--- src/rtl/mmlr_pkg.sv ---
// Shared types and constants for the mono-mix linear resampler.
package mmlr_pkg;

  localparam int SAMPLE_W    = 16;
  localparam int STEP_W      = 20;
  localparam int MAX_RESULTS = 64;
  localparam int CNT_W       = 6;
  localparam int CFG_IDX_W   = 1;

  localparam logic [CFG_IDX_W-1:0] REG_STEP_RATIO  = 1'd0;
  localparam logic [CFG_IDX_W-1:0] REG_STEREO_MODE = 1'd1;

  localparam logic [STEP_W-1:0] STEP_RESET = 20'd65536;
  localparam logic [CNT_W-1:0]  CNT_LAST   = 6'(MAX_RESULTS - 1);

  typedef enum logic [2:0] {
    ST_IDLE,
    ST_MIX,
    ST_MUL,
    ST_SUM,
    ST_HOLD
  } state_t;

endpackage

--- src/rtl/mono_mix_linear_resampler_core.sv ---
// Flow: a frame is accepted in ST_IDLE and mixed in ST_MIX; each result then passes ST_MUL,
// ST_SUM, then ST_HOLD until taken, using the shared multiplier and one-deep output register.
// A frame with no result returns to ST_IDLE after ST_MIX; no frame is taken during a run.
// Reset (rst, synchronous): history cleared, phase 2.0, step 1.0, mono mode, no word pending.
// Config writes are taken in any cycle; they are meant for idle periods only.
module mono_mix_linear_resampler_core #(
  parameter int FRAC_BITS = 16
) (
  input  logic                                clk,
  input  logic                                rst,
  input  logic                                s_tvalid,
  output logic                                s_tready,
  input  logic [2*mmlr_pkg::SAMPLE_W-1:0]     s_tdata,   // first_sample, second_sample
  input  logic                                s_tuser,   // begin_stream
  output logic                                m_tvalid,
  input  logic                                m_tready,
  output logic [mmlr_pkg::SAMPLE_W-1:0]       m_tdata,   // out_sample
  output logic                                m_tlast,   // last_of_run
  input  logic                                cfg_wr_en,
  input  logic [mmlr_pkg::CFG_IDX_W-1:0]      cfg_addr,
  input  logic [mmlr_pkg::STEP_W-1:0]         cfg_wdata
);

  localparam int SW      = mmlr_pkg::SAMPLE_W;
  localparam int PHASE_W = FRAC_BITS + 4;
  localparam int SUM_W   = ((PHASE_W > mmlr_pkg::STEP_W) ? PHASE_W : mmlr_pkg::STEP_W) + 1;
  localparam int PROD_W  = FRAC_BITS + SW + 2;
  localparam int NUM_W   = FRAC_BITS + SW + 3;

  localparam logic [PHASE_W-1:0] PHASE_ONE = PHASE_W'(1) << FRAC_BITS;
  localparam logic [PHASE_W-1:0] PHASE_TWO = PHASE_W'(2) << FRAC_BITS;
  localparam logic [PHASE_W-1:0] PHASE_MAX = {PHASE_W{1'b1}};
  localparam logic [NUM_W-1:0]   RND_BIAS  = (NUM_W'(1) << FRAC_BITS) - NUM_W'(1);

  mmlr_pkg::state_t state, state_next;

  logic [mmlr_pkg::STEP_W-1:0] step_ratio;
  logic                        stereo_mode;

  logic signed [SW-1:0]     in_first, in_second;
  logic                     in_begin;
  logic signed [SW-1:0]     older, newer;
  logic [PHASE_W-1:0]       phase;
  logic [mmlr_pkg::CNT_W-1:0] count;
  logic signed [PROD_W-1:0] prod;
  logic signed [SW-1:0]     out_sample;
  logic                     out_last;

  // mix and phase drop
  logic signed [SW:0]       mix_sum, mix_half;
  logic signed [SW-1:0]     mono;
  logic [PHASE_W-1:0]       phase_base, phase_drop;
  logic signed [SW-1:0]     newer_base;

  // interpolation and phase advance
  logic signed [SW:0]       diff;
  logic signed [FRAC_BITS:0] frac;
  logic signed [NUM_W-1:0]  num, num_adj;
  logic [SUM_W-1:0]         phase_sum;
  logic [PHASE_W-1:0]       phase_sat;
  logic                     last_now;

  always_comb begin
    mix_sum    = {in_first[SW-1], in_first} + {in_second[SW-1], in_second};
    // truncate toward zero: bias negatives by one before the shift
    mix_half   = (mix_sum + ((mix_sum[SW]) ? (SW+1)'(1) : (SW+1)'(0))) >>> 1;
    mono       = stereo_mode ? mix_half[SW-1:0] : in_first;
    phase_base = in_begin ? PHASE_TWO : phase;
    newer_base = in_begin ? '0 : newer;
    phase_drop = (phase_base >= PHASE_ONE) ? (phase_base - PHASE_ONE) : '0;

    diff = {newer[SW-1], newer} - {older[SW-1], older};
    frac = $signed({1'b0, phase[FRAC_BITS-1:0]});

    num     = ({{(NUM_W-SW){older[SW-1]}}, older} <<< FRAC_BITS)
              + {{(NUM_W-PROD_W){prod[PROD_W-1]}}, prod};
    num_adj = num + (num[NUM_W-1] ? $signed(RND_BIAS) : $signed(NUM_W'(0)));

    phase_sum = SUM_W'(phase) + SUM_W'(step_ratio);
    phase_sat = (phase_sum > SUM_W'(PHASE_MAX)) ? PHASE_MAX : phase_sum[PHASE_W-1:0];
    last_now  = (phase_sat >= PHASE_ONE) || (count == mmlr_pkg::CNT_LAST);
  end

  always_ff @(posedge clk) begin
    if (rst) begin
      step_ratio  <= mmlr_pkg::STEP_RESET;
      stereo_mode <= 1'b0;
    end else if (cfg_wr_en) begin
      case (cfg_addr)
        mmlr_pkg::REG_STEP_RATIO:  step_ratio  <= cfg_wdata;
        mmlr_pkg::REG_STEREO_MODE: stereo_mode <= cfg_wdata[0];
        default: ;
      endcase
    end
  end

  always_ff @(posedge clk) begin
    if (rst) begin
      state <= mmlr_pkg::ST_IDLE;
    end else begin
      state <= state_next;
    end
  end

  always_comb begin
    state_next = state;
    s_tready   = 1'b0;
    m_tvalid   = 1'b0;
    case (state)
      mmlr_pkg::ST_IDLE: begin
        s_tready = 1'b1;
        if (s_tvalid) state_next = mmlr_pkg::ST_MIX;
      end
      mmlr_pkg::ST_MIX: begin
        state_next = (phase_drop < PHASE_ONE) ? mmlr_pkg::ST_MUL : mmlr_pkg::ST_IDLE;
      end
      mmlr_pkg::ST_MUL: state_next = mmlr_pkg::ST_SUM;
      mmlr_pkg::ST_SUM: state_next = mmlr_pkg::ST_HOLD;
      mmlr_pkg::ST_HOLD: begin
        m_tvalid = 1'b1;
        if (m_tready) state_next = out_last ? mmlr_pkg::ST_IDLE : mmlr_pkg::ST_MUL;
      end
      default: state_next = mmlr_pkg::ST_IDLE;
    endcase
  end

  // input capture and datapath
  always_ff @(posedge clk) begin
    if (state == mmlr_pkg::ST_IDLE && s_tvalid) begin
      in_first  <= s_tdata[SW-1:0];
      in_second <= s_tdata[2*SW-1:SW];
      in_begin  <= s_tuser;
    end
    if (state == mmlr_pkg::ST_MUL) begin
      prod <= diff * frac;
    end
    if (state == mmlr_pkg::ST_SUM) begin
      out_sample <= num_adj[FRAC_BITS +: SW];
      out_last   <= last_now;
    end
  end

  always_ff @(posedge clk) begin
    if (rst) begin
      older <= '0;
      newer <= '0;
      phase <= PHASE_TWO;
      count <= '0;
    end else begin
      case (state)
        mmlr_pkg::ST_MIX: begin
          older <= newer_base;
          newer <= mono;
          phase <= phase_drop;
          count <= '0;
        end
        mmlr_pkg::ST_SUM: begin
          phase <= phase_sat;
          count <= count + mmlr_pkg::CNT_W'(1);
        end
        default: ;
      endcase
    end
  end

  assign m_tdata = out_sample;
  assign m_tlast = out_last;

endmodule

--- config.mk ---
export PLATFORM = sky130hd
export DESIGN_NAME = mono_mix_linear_resampler_core
export DESIGN_NICKNAME = d
export VERILOG_FILES = /design/src/rtl/mmlr_pkg.sv /design/src/rtl/mono_mix_linear_resampler_core.sv
export SDC_FILE = /design/constraint.sdc
export NUM_CORES = 1
export LEC_CHECK = 0
export BUFFER_PORTS_ARGS = -buffer_cell sky130_fd_sc_hd__buf_2
export CAP_MARGIN = 40
export CORE_AREA = 2 2 190 210
export DETAILED_ROUTE_END_ITERATION = 6
export DIE_AREA = 0 0 192 212
export GPL_ROUTABILITY_DRIVEN = 0
export HOLD_SLACK_MARGIN = 0.02
export MAX_ROUTING_LAYER = met4
export PLACE_DENSITY_LB_ADDON = 0.05
export SLEW_MARGIN = 40
export SYNTH_ARGS = -nofsm -noshare
export SYNTH_HDL_FRONTEND = slang
export SYNTH_SLANG_ARGS = --single-unit
--- constraint.sdc ---
create_clock -name clk -period 16.25 [get_ports clk]
set_input_delay 4.875 -clock clk [delete_from_list [all_inputs] [get_ports clk]]
set_output_delay 4.875 -clock clk [all_outputs]
set_load 0.005 [all_outputs]
# == Yosys cells after proc, flatten, opt, wreduce, memory -nomap -nowiden ==
# Index checks and enable logic that the tools add are counted.
# classes
n_reduce_logical,7
addsub,8
bitwise,1
eq_ne,7
multipliers,1
mux,16
n_lt_le_gt_ge,4
# op_table
operator,count
20-bit two-way mux,3
16-bit two-way mux,3
20-bit by 17-bit greater-or-equal comparator with 1-bit output (second input constant),2
20-bit one-hot mux with 2 select lines,1
32-bit by 34-bit adder with 35-bit output,1
17-bit by 17-bit multiplier with 34-bit output,1
32-bit by 17-bit adder with 32-bit output,1
20-bit by 20-bit adder with 21-bit output,1
21-bit by 20-bit greater-than comparator with 1-bit output (second input constant),1
20-bit by 17-bit less-than comparator with 1-bit output (second input constant),1
20-bit by 17-bit subtractor with 20-bit output (second input constant),1
16-bit by 16-bit adder with 17-bit output,1
17-bit by 2-bit adder with 17-bit output,1
16-bit by 16-bit subtractor with 17-bit output,1
3-bit one-hot mux with 5 select lines,1
6-bit one-hot mux with 2 select lines,1
6-bit by 1-bit adder with 6-bit output (second input constant),1
3-bit by 2-bit equality test with 1-bit output (second input constant),2
6-bit equality test (second input constant),1
3-bit two-way mux,2
2-bit AND reduction,3
2-bit two-way mux,2
2-bit inequality test (second input constant),2
3-bit by 1-bit equality test with 1-bit output (second input constant),1
7 further kinds,9
# totals
out_inout_bits,19
word_cells,57
regBits,166
inputBits,59

# == Longest topological paths before layout ==
# Gate-level depths: netlist (run 1).
# depth
depth_word,6
ltp_mapped,34
mapped_depth_nobuf,33

# == Worst setup path before layout (run 1) ==
# Ideal clock, no wire load.
# synth_timing
path_type,register to register
from,reg newer[0]
to,reg prod[33] (data pin)
arrival_ns,7.934
slack_ns,8.056
period_less_slack_ns,8.194
path_buffers,1
path_stages_with_launch,33
required_ns,15.990
setup_time_ns,0.260
cell_sequence,dfxtp_1 > inv_1 > ha_1 > fa_1 > nor2b_1 > o21ai_0 > a21boi_0 > o21ai_1 > a211oi_1 > or3_1 > a21oi_1 > xnor2_1 > clkbuf_1 > nand2_1 > fa_1 > fa_1 > fa_1 > inv_1 > fa_1 > fa_1 > inv_1 > fa_1 > inv_1 > ha_1 > a21oi_1 > nand2_1 > a311oi_1 > nor2_1 > a311o_1 > a41o_1 > or4_1 > a31oi_1 > xnor2_1
# synth_via
elab_chain_len,2
# synth_lines
element,line,text
start: declaration,mono_mix_linear_resampler_core.sv:42,"logic signed [SW-1:0] older, newer;"
start signal: assignment,mono_mix_linear_resampler_core.sv:153,newer <= mono;
16-bit by 16-bit subtractor with 17-bit output,mono_mix_linear_resampler_core.sv:72,"diff = {newer[SW-1], newer} - {older[SW-1], older};"
17-bit by 17-bit multiplier with 34-bit output,mono_mix_linear_resampler_core.sv:135,prod <= diff * frac;
end signal: assignment,mono_mix_linear_resampler_core.sv:135,
end: declaration,mono_mix_linear_resampler_core.sv:45,logic signed [PROD_W-1:0] prod;
# Every way passes these cells.
# A chain may end at the register's enable or synchronous reset.

# == Worst setup path after layout (run 1) ==
# Same ends and word-level chain as after synthesis.

==> results of run 1 <==
report_power, final:
part | total [mW] | internal [mW] | switching (mW)
Combinational | 0.274 | 0.0915 | 0.182
Clock | 0.401 | 0.224 | 0.178
Sequential | 0.462 | 0.451 | 0.0103
Total | 1.14 | 0.767 | 0.370
worst paths after layout:
kind	slack, ns	cells after the start	start	to
max	7.42	33	newer[0]	prod[33]
min	0.47	2	step_ratio[17]	step_ratio[17]
max reg2reg	7.42	33	newer[0]	prod[33]
min reg2reg	0.47	2	step_ratio[17]	step_ratio[17]
area by class of cell:
type | instances | area share
multi-input combinational | 1691 | 0.6663
sequential | 166 | 0.1842
inverter | 387 | 0.06429
timing repair buffer | 120 | 0.03203
tap | 507 | 0.02805
clock buffer | 21 | 0.02086
clock inverter | 11 | 0.004316
placed cells by master (no fill, tap or decap), types with 64 or more instances in the layout:
cell type  Yosys  final
and2_1       117    117
nor2_1        98     97
nand2_1      276    276
a21oi_1      139    139
inv_1        386    386
ha_1         177    177
fa_1         277    277
dfxtp_1       82     81
o21ai_0       64     64
edfxtp_1      84     84
xnor2_1       85     81
buf_2          2     77
critical path, delay by kind of cell (launching register included):
family          cells  cell delay (ns)
flops               1             0.34
fa+ha+maj           9             3.97
buf+inv             6             0.50
xor+xnor            2             0.22
simple gates        6             1.13
compound gates     10             2.44
flip-flops by register name (all words and copies together), names as in the netlist, 3 cells and up:
name and count:
prod 34, phase 20, step_ratio 20, in_first 16, in_second 16, m_tdata 16, newer 16, older 16
count 6, state 3
logic make-up (layout without fill, tap and decap cells):
kind of cell             count (synthesis)  count (layout)
buffers and inverters                  474             539
XOR/XNOR                               116             116
AO/OA/AOI/OAI                          386             386
multiplexers                             6               6
AND/OR/NAND/NOR                        727             727
adder cells (fa/ha/maj)                456             456
flip-flops                             166             166
layer usage:
metal / share of wire / wire [um] / up-vias / GRT usage
met5: 0 / 0 / - / -
met4: 0.028 / 1442 / 0 / 0.08292
met3: 0.037 / 1896 / 79 / 0.02856
met2: 0.51 / 26160 / 320 / 0.4686
met1: 0.43 / 22010 / 7945 / 0.3428
li1: - / - / 7692 / -
through the flow:
step           utilization  hold WS, ns  cells
2_1_floorplan            -       0.4406   2331
3_3_place_gp        0.5673       0.4501   2869
3_5_place_dp        0.5682       0.4572   2871
4_1_cts             0.5829       0.4663   2903
5_1_grt             0.5829       0.4743   2903
6_report            0.5829       0.4670   2903
==> metrics.csv, run 1 <==
stage;metric;value;unit
finish;area of all sequential standard cells;4165;um2
sta;max-slew violation count;0;
grt;number of global-route vias before repair;16370;
placed_design;Final HPWL DP;40100;um
power_and_ir_drop;post-layout total power;1.137;mW
worst_setup_path;Crit path top cell by count;fa_1;
logic_synthesis;adder and majority gate portion of the synthesized area;0.3711;
sta;Fin Setup TNS;0;ns
drt;violation count after the first detailed-route iteration;843;
worst_setup_path;longest individual stage delay on the worst path;0.55;ns
drt;routed vias;16040;
clock_network;worst-case clock buffer depth;2;
logic_synthesis;most numerous cell in the Yosys netlist;inv_1;
sta;post-route clock skew;0.01444;ns
clock_network;CTS hold repair buffers;0;
sta;setup violation total in the final timing report;0;
clock_network;clock slew at the register clock pins of the worst setup and hold paths;0.07;ns
floorplan;Die Y-Extent;212;um
logic_synthesis;Syn Std Cell Area;20960;um2
placed_design;placed cell areas;22040;um2
sta;max_slew headroom;0.4808;
logic_synthesis;synthesized netlist cell count;2331;
finish;total non-filler cell area in the finished layout;22610;um2
finish;fraction of final layout cells sized beyond drive strength 1;0.07429;
logic_synthesis;Post-Synth Simple-Gate Area;0.1752;
drt;number of iterations in the first detailed-routing pass;5;
grt;global-route usage over all layers;0.2735;
finish;Final #Nets;2896;
worst_setup_path;data required time of the worst path;16.44;ns
worst_setup_path;slowest cell on the critical path;fa_1;
worst_setup_path;critical-path maximum fanout;16;
logic_synthesis;sequential area share after synthesis;0.1986;
logic_synthesis;proportion of netlist area held by the largest area contributor;0.2645;
clock_network;TritonCTS clock tree;done;
logic_synthesis;fraction of synthesis flops using an asynchronous set or reset pin;0;
finish;Syn-to-layout area delta;7.879;%
sta;final period utilization;0.5432;
job;max-cap violation count;0;
placed_design;worst slack, placed;7.463;ns
logic_synthesis;Yosys top cell by area;fa_1;
floorplan;effective utilization at floorplan;0.5403;
worst_setup_path;nature of the critical path endpoint;flop;
logic_synthesis;number of nets in the synthesized netlist;2844;
finish;filler instances;3574;
drt;remaining routing DRC violations;0;
floorplan;Core Area;38800;um2
logic_synthesis;number of synthesized flops with an enable pin;84;
sta;worst-case setup margin in the final layout;7.423;ns
clock_network;maximum level of the CTS H-tree;4;
hold_path;worst hold path class;flop to flop;
finish;ANT cells;0;
logic_synthesis;XOR/XNOR Fraction of Synth Area;0.04847;
power_and_ir_drop;peak supply drop;76.50;uV
logic_synthesis;Ys Warns;0;
sta;clock period minus final worst setup slack;8.827;ns
clock_network;CTS resizes;0;
floorplan;Die Outline Area;40700;um2
clock_network;cell chosen for the clock root;clkbuf_16;
grt;number of antenna violations at the first check in global routing;0;
floorplan;I/O pin count;78;
grt;maximum number of pins on one net before global-route repair;52;
logic_synthesis;synthesized area per cell;8.993;um2
sta;actual slew at the worst max-slew pin;0.7788;ns
floorplan;Die Wd;192;um
worst_setup_path;critical path start-end classification;flop to flop;
logic_synthesis;largest family of logic cells by synthesized area;adder cells;
placed_design;count of buffers inserted at the top-level ports;77;
worst_setup_path;CP Launch Type;flop;
logic_synthesis;most common flop cell mapped by yosys;edfxtp_1;
logic_synthesis;share of synthesized area spent on multiplexers;0.002865;
clock_network;setup bufs post-CTS;0;
worst_setup_path;worst path arrival time;9.02;ns
drt;routed via count divided by cell count;5.524;
sta;upper clock frequency limit;0.1133;GHz
sta;number of failing hold endpoints at the final stage;0;
logic_synthesis;register bit count reported by yosys;166;
logic_synthesis;Area contributors post-synth;fa_1 (26%), edfxtp_1 (12%), ha_1 (11%);
logic_synthesis;compound-cell area share of the yosys netlist;0.1187;
clock_network;number of clock buffers inserted by TritonCTS;17;
outcome;run status;finished clean;
logic_synthesis;top cells by instance count after synthesis;inv_1 (386), fa_1 (277), nand2_1 (276);
grt;GRT overflow;0;
drt;overall routed net length;51510;um
power_and_ir_drop;leakage dissipation;10.68;nW
grt;first-pass GRT wire length;84240;um
drt;final routed wire length divided by cell count;17.74;um
floorplan;Row Count;76;
power_and_ir_drop;PD cells;50.28;nW/um2
sta;setup repair after global routing missed its margin;no;
clock_network;clk_lat worst skew;0.45;ns
finish;area used by multi-input combinational logic;15070;um2
drt;Detail Route Antenna Nets;0;
clock_network;Num Clock Sinks;166;
logic_synthesis;unique cell type count in the Yosys netlist;78;
No activity file was read; power rests on OpenSTA's default activity.
==> inputs of run 2 (changes only) <==
Settings changed: ABC_AREA set to 1, CORE_AREA 2 2 190 210 to 2 2 191 212, DIE_AREA 0 0 192 212 to 0 0 193 214.
Clock period 16.25 ns to 7.9 ns, I/O delays scaled along.
==> run 2 against run 1 <==
Die area is 1.5% higher. Design area is 3.6% higher. Register-to-register slack worse by 7.1 ns. Highest routed layer unchanged. Clock power rose by 120%.
==> metrics.csv, run 2 <==
stage;metric;value;unit
clock_network;Num Clock Sinks;166;
logic_synthesis;Post-Synth Simple-Gate Area;0.1987;
logic_synthesis;number of nets in the synthesized netlist;3228;
clock_network;TritonCTS clock tree;done;
logic_synthesis;number of synthesized flops with an enable pin;84;
logic_synthesis;compound-cell area share of the yosys netlist;0.08867;
grt;number of global-route vias before repair;18530;
floorplan;Core Area;38990;um2
grt;global-route usage over all layers;0.3116;
logic_synthesis;largest family of logic cells by synthesized area;adder cells;
floorplan;effective utilization at floorplan;0.5472;
logic_synthesis;share of synthesized area spent on multiplexers;0.0004692;
logic_synthesis;adder and majority gate portion of the synthesized area;0.3637;
sta;max-slew violation count;0;
finish;fraction of final layout cells sized beyond drive strength 1;0.08750;
floorplan;I/O pin count;78;
logic_synthesis;fraction of synthesis flops using an asynchronous set or reset pin;0;
finish;total non-filler cell area in the finished layout;23420;um2
logic_synthesis;unique cell type count in the Yosys netlist;49;
logic_synthesis;most numerous cell in the Yosys netlist;inv_1;
grt;first-pass GRT wire length;95720;um
logic_synthesis;synthesized netlist cell count;2715;
finish;utilization after layout;0.6007;
worst_setup_path;critical-path maximum fanout;9;
worst_setup_path;data required time of the worst path;8.11;ns
logic_synthesis;most common flop cell mapped by yosys;edfxtp_1;
sta;actual slew at the worst max-slew pin;0.7853;ns
grt;number of antenna violations at the first check in global routing;0;
sta;Fin Setup TNS;0;ns
drt;routed via count divided by cell count;5.519;
sta;clock period minus final worst setup slack;7.529;ns
worst_setup_path;worst path arrival time;7.74;ns
drt;remaining routing DRC violations;0;
finish;Final #Nets;3323;
grt;maximum number of pins on one net before global-route repair;42;
clock_network;worst-case clock buffer depth;2;
floorplan;Die Y-Extent;214;um
sta;upper clock frequency limit;0.1328;GHz
finish;Syn-to-layout area delta;9.776;%
sta;final period utilization;0.9530;
logic_synthesis;sequential area share after synthesis;0.1952;
logic_synthesis;Syn Std Cell Area;21340;um2
drt;overall routed net length;59420;um
power_and_ir_drop;peak supply drop;165.1;uV
placed_design;placed cell areas;22580;um2
worst_setup_path;longest individual stage delay on the worst path;0.55;ns
clock_network;number of clock buffers inserted by TritonCTS;17;
logic_synthesis;top cells by instance count after synthesis;inv_1 (557), nand2_1 (468), nor2_1 (331);
finish;ANT cells;0;
worst_setup_path;CP Launch Type;flop;
sta;final hold slack;0.4781;ns
logic_synthesis;Ys Warns;0;
floorplan;Die Outline Area;41300;um2
drt;violation count after the first detailed-route iteration;1525;
finish;commonest cells after routing, fill and taps aside;inv_1 (556), nand2_1 (462), nor2_1 (323);
drt;number of iterations in the first detailed-routing pass;5;
placed_design;Final HPWL DP;49190;um
power_and_ir_drop;leakage dissipation;11.65;nW
floorplan;Die Wd;193;um
logic_synthesis;proportion of netlist area held by the largest area contributor;0.2599;
worst_setup_path;slowest cell on the critical path;fa_1;
power_and_ir_drop;post-layout total power;2.809;mW
logic_synthesis;Area contributors post-synth;fa_1 (26%), edfxtp_1 (12%), ha_1 (10%);
grt;GRT overflow;0;
drt;final routed wire length divided by cell count;17.84;um
logic_synthesis;register bit count reported by yosys;166;
worst_setup_path;critical path start-end classification;flop to flop;
finish;area of all sequential standard cells;4165;um2
clock_network;cell chosen for the clock root;clkbuf_16;
logic_synthesis;XOR/XNOR Fraction of Synth Area;0.04117;
clock_network;CTS hold repair buffers;0;
finish;filler instances;3688;
placed_design;count of buffers inserted at the top-level ports;77;
finish;max FFs per register;34;
worst_setup_path;nature of the critical path endpoint;flop;
sta;max_slew headroom;0.4757;
finish;most common cell after layout, fill and taps aside;inv_1;
hold_path;worst hold path class;flop to flop;
sta;number of failing hold endpoints at the final stage;0;
clock_network;clock slew at the register clock pins of the worst setup and hold paths;0.08;ns
clock_network;maximum level of the CTS H-tree;4;
logic_synthesis;Yosys top cell by area;fa_1;
job;max-cap violation count;0;
finish;Top Registers;prod (34), phase (20), step_ratio (20);
finish;area used by multi-input combinational logic;15000;um2
worst_setup_path;Crit path top cell by count;fa_1;
drt;Detail Route Antenna Nets;0;
sta;post-route clock skew;0.01176;ns
floorplan;Row Count;76;
drt;routed vias;18380;
sta;setup violation total in the final timing report;0;
outcome;run status;finished clean;
power_and_ir_drop;PD cells;119.9;nW/um2
clock_network;clk_lat worst skew;0.47;ns
finish;largest reg by FF count;prod;
logic_synthesis;synthesized area per cell;7.858;um2
==> run 2: changes by cell type in the layout (fill, tap and decap cells not counted), sizes merged, moves of 20 or more <==
cell | previous run | this run
nor2 | 98 | 335
nand2 | 276 | 475
inv | 388 | 572
and2 | 117 | 2
nand3 | 26 | 124
xnor2 | 85 | 34
nor2b | 42 | 0
o21ai | 72 | 108
xor2 | 31 | 62
nand2b | 23 | 0
nand3b | 28 | 5
a211oi | 27 | 7
a21o | 30 | 10
==> run 2: path summary, 6_finish.rpt <==
check	cells after the start	startpoint	endpoint	slack [ns]
worst min-delay path	2	step_ratio[16]	step_ratio[16]	0.48
worst max-delay path	29	older[2]	prod[30]	0.37
worst min register to register	2	step_ratio[16]	step_ratio[16]	0.48
worst max register to register	29	older[2]	prod[30]	0.37
==> run 2: cells by family (layout without fill, tap and decap cells) <==
family                   after synthesis  in the layout
AND/OR/NAND/NOR                     1022           1023
buffers and inverters                633            740
adder cells (fa/ha/maj)              454            454
AO/OA/AOI/OAI                        343            343
flip-flops                           166            166
XOR/XNOR                              96             96
multiplexers                           1              1
==> run 2: metal layers <==
layer	wire, um	share of wire	track usage
met1	23570	0.40	0.3743
met2	28260	0.48	0.5014
met3	3498	0.059	0.04064
met5	0	0	-
met4	4087	0.069	0.1806
==> run 2: per-stage QoR <==
stage / cells / setup slack, ns
2_1_floorplan: 2715 / 0.5359
5_1_grt: 3330 / -0.06040
3_5_place_dp: 3294 / 0.05912
6_report: 3330 / 0.3713
3_3_place_gp: 3289 / 0.2094
4_1_cts: 3326 / 0.03126
==> run 2: where the power goes <==
part	total (mW)	internal (mW)	switching [mW]	leakage, nW
logic	0.952	0.291	0.662	9.89
clock network	0.885	0.465	0.420	0.305
registers	0.971	0.942	0.0297	1.45
==> run 2: timing repair <==
action	in CTS	in global routing
buffers inserted	0	3
gates resized for setup	0	47
setup endpoints to repair	0	14
==> run 2: area by class of cell <==
cell class | count | area share
inverters | 575 | 0.09237
well taps | 507 | 0.02708
clock buffers | 20 | 0.02089
repair buffers | 133 | 0.03601
flip-flops and latches | 166 | 0.1778
multi-input cells | 1917 | 0.6404
clock inverters | 12 | 0.005396
==> run 2: worst max-delay path: cells and delay by family, from the launching register on <==
kind / cells / cell delay (ns)
and+or+nand+nor: 7 / 1.20
AOI/OAI and AO/OA: 7 / 1.29
buffers and inverters: 6 / 0.45
DFF: 1 / 0.35
xor gates and xnor gates: 1 / 0.14
adders and majority gates: 8 / 3.83
==> inputs of run 3 (changes only) <==
Settings changed: CORE_AREA 2 2 191 212 to 2 2 224 182, DIE_AREA 0 0 193 214 to 0 0 226 184.
==> run 3 against run 2 <==
Critical path depth increased by 7. Final cell count grew 0.69%. Register-to-register slack better by 0.04 ns. Routed wire length is 0.61% lower. Combinational power increased by 0.7%. First-iteration DRC count is 16% lower. Core utilization shrank 0.20 points. Highest routed layer unchanged.
==> metrics.csv, run 3 (same netlist as run 2, synthesis figures left out) <==
stage;metric;value;unit
outcome;run status;finished clean;
drt;violation count after the first detailed-route iteration;1274;
worst_setup_path;data required time of the worst path;8.11;ns
sta;number of failing hold endpoints at the final stage;0;
finish;total non-filler cell area in the finished layout;23420;um2
clock_network;Num Clock Sinks;166;
grt;global-route usage over all layers;0.3056;
job;max-cap violation count;0;
drt;Detail Route Antenna Nets;0;
floorplan;Die Y-Extent;184;um
power_and_ir_drop;peak supply drop;204.7;uV
drt;remaining routing DRC violations;0;
placed_design;Final HPWL DP;49200;um
clock_network;TritonCTS clock tree;done;
sta;actual slew at the worst max-slew pin;0.9189;ns
floorplan;I/O pin count;78;
finish;Syn-to-layout area delta;9.788;%
worst_setup_path;worst path arrival time;7.70;ns
drt;routed via count divided by cell count;5.425;
grt;maximum number of pins on one net before global-route repair;42;
grt;first-pass GRT wire length;94710;um
power_and_ir_drop;net switching power;1.082;mW
sta;max-slew violation count;0;
worst_setup_path;CP Launch Type;flop;
power_and_ir_drop;share of total power in the clock network;0.314;
finish;commonest cells after routing, fill and taps aside;inv_1 (556), nand2_1 (462), nor2_1 (323);
worst_setup_path;nature of the critical path endpoint;flop;
floorplan;Die Wd;226;um
floorplan;Row Count;65;
clock_network;maximum level of the CTS H-tree;4;
clock_network;clk_lat worst skew;0.47;ns
drt;overall routed net length;59060;um
drt;final routed wire length divided by cell count;17.61;um
clock_network;clock slew at the register clock pins of the worst setup and hold paths;0.06;ns
finish;most common cell after layout, fill and taps aside;inv_1;
finish;max FFs per register;34;
worst_setup_path;slowest cell on the critical path;fa_1;
power_and_ir_drop;PD cells;120.3;nW/um2
sta;max_slew headroom;0.3866;
power_and_ir_drop;leakage dissipation;11.64;nW
clock_network;number of clock buffers inserted by TritonCTS;17;
placed_design;count of buffers inserted at the top-level ports;77;
clock_network;worst-case clock buffer depth;2;
floorplan;effective utilization at floorplan;0.5454;
power_and_ir_drop;switching part of the total;0.3841;
sta;Fin Setup TNS;0;ns
finish;Final #Nets;3317;
drt;number of iterations in the first detailed-routing pass;5;
drt;routed vias;18190;
worst_setup_path;longest individual stage delay on the worst path;0.54;ns
sta;upper clock frequency limit;0.1336;GHz
finish;largest reg by FF count;prod;
placed_design;placed cell areas;22590;um2
power_and_ir_drop;Comb pwr share;0.340;
finish;fraction of final layout cells sized beyond drive strength 1;0.08733;
floorplan;Die Outline Area;41580;um2
sta;post-route clock skew;0.01639;ns
hold_path;worst hold path class;flop to flop;
clock_network;cell chosen for the clock root;clkbuf_16;
grt;number of antenna violations at the first check in global routing;0;
power_and_ir_drop;register share of total power;0.345;
finish;Top Registers;prod (34), phase (20), step_ratio (20);
sta;clock period minus final worst setup slack;7.487;ns
floorplan;Core Area;39120;um2
sta;final period utilization;0.9477;
worst_setup_path;critical-path maximum fanout;5;
power_and_ir_drop;Internal Dissipation;1.736;mW
worst_setup_path;critical path start-end classification;flop to flop;
grt;GRT overflow;0;
finish;ANT cells;0;
sta;setup violation total in the final timing report;0;
grt;number of global-route vias before repair;17890;
[run 3: changes by cell type in the layout (fill, tap and decap cells not counted), sizes merged]
cell	change
clkinv	-6
buf	-5
inv	+4
bufinv	+2
clkbuf	-1
clkinvlp	+1
nand2	-1
[run 3: worst max-delay path, delay by kind of cell (launching register included)]
family / cells / cell delay, ns
adder cells (fa/ha/maj): 9 / 4.06
flip-flops: 1 / 0.33
AND/OR/NAND/NOR: 17 / 2.06
buffers and inverters: 8 / 0.60
AO/OA/AOI/OAI: 2 / 0.15
[run 3: area by class of cell]
| cell class | instances | area [um2] |
|---|---|---|
| Timing Repair Buffer | 128 | 819.5 |
| Clock inverter | 13 | 152.6 |
| Sequential cell | 166 | 4169 |
| Fill cell | 3603 | 15700 |
| Tap cell | 536 | 670.6 |
| Inverter | 575 | 2166 |
| Multi-Input combinational cell | 1916 | 14980 |
| Clock buffer | 19 | 464.2 |
[run 3: power by group through the flow]
stage / clock, mW / sequential, mW / combinational [mW]
floorplan: 0 / 0.976 / 0.565
global placement: 0 / 0.992 / 0.872
detailed placement: 0 / 0.991 / 0.888
CTS: 0.902 / 0.972 / 0.892
global route: 0.930 / 0.976 / 1.04
finish: 0.886 / 0.973 / 0.959
[run 3: layer usage]
metal	global-route usage	wire length (um)
met5	-	0
met2	0.4642	26200
met1	0.4289	26540
met3	0.04443	4773
met4	0.08291	1545
[run 3: final timing paths]
| path | startpoint | endpoint | slack, ns | depth (start not counted) |
|---|---|---|---|---|
| setup / recovery | newer[0] | prod[33] | 0.41 | 36 |
| hold reg to reg | newer[0] | older[0] | 0.48 | 2 |
| setup reg to reg | newer[0] | prod[33] | 0.41 | 36 |
| hold / removal | newer[0] | older[0] | 0.48 | 2 |
[run 3: stage by stage]
step / total power, mW / util / std cells / worst slack, ns / hold slack (ns)
after floorplan: 1.540 / - / 2715 / 0.5359 / 0.4354
after global placement: 1.864 / 0.5753 / 3314 / 0.2878 / 0.4601
after detailed placement: 1.879 / 0.5775 / 3318 / 0.1665 / 0.4781
after CTS: 2.766 / 0.5932 / 3350 / 0.1330 / 0.4861
after global routing: 2.950 / 0.5988 / 3353 / -0.01353 / 0.4934
final: 2.818 / 0.5988 / 3353 / 0.4130 / 0.4829
[run 3: repair_timing]
item                                    CTS  global route
endpoints found under the setup margin    0            12
resized for setup                         0            55
hold buffers                              0             0
setup buffers                             0             3
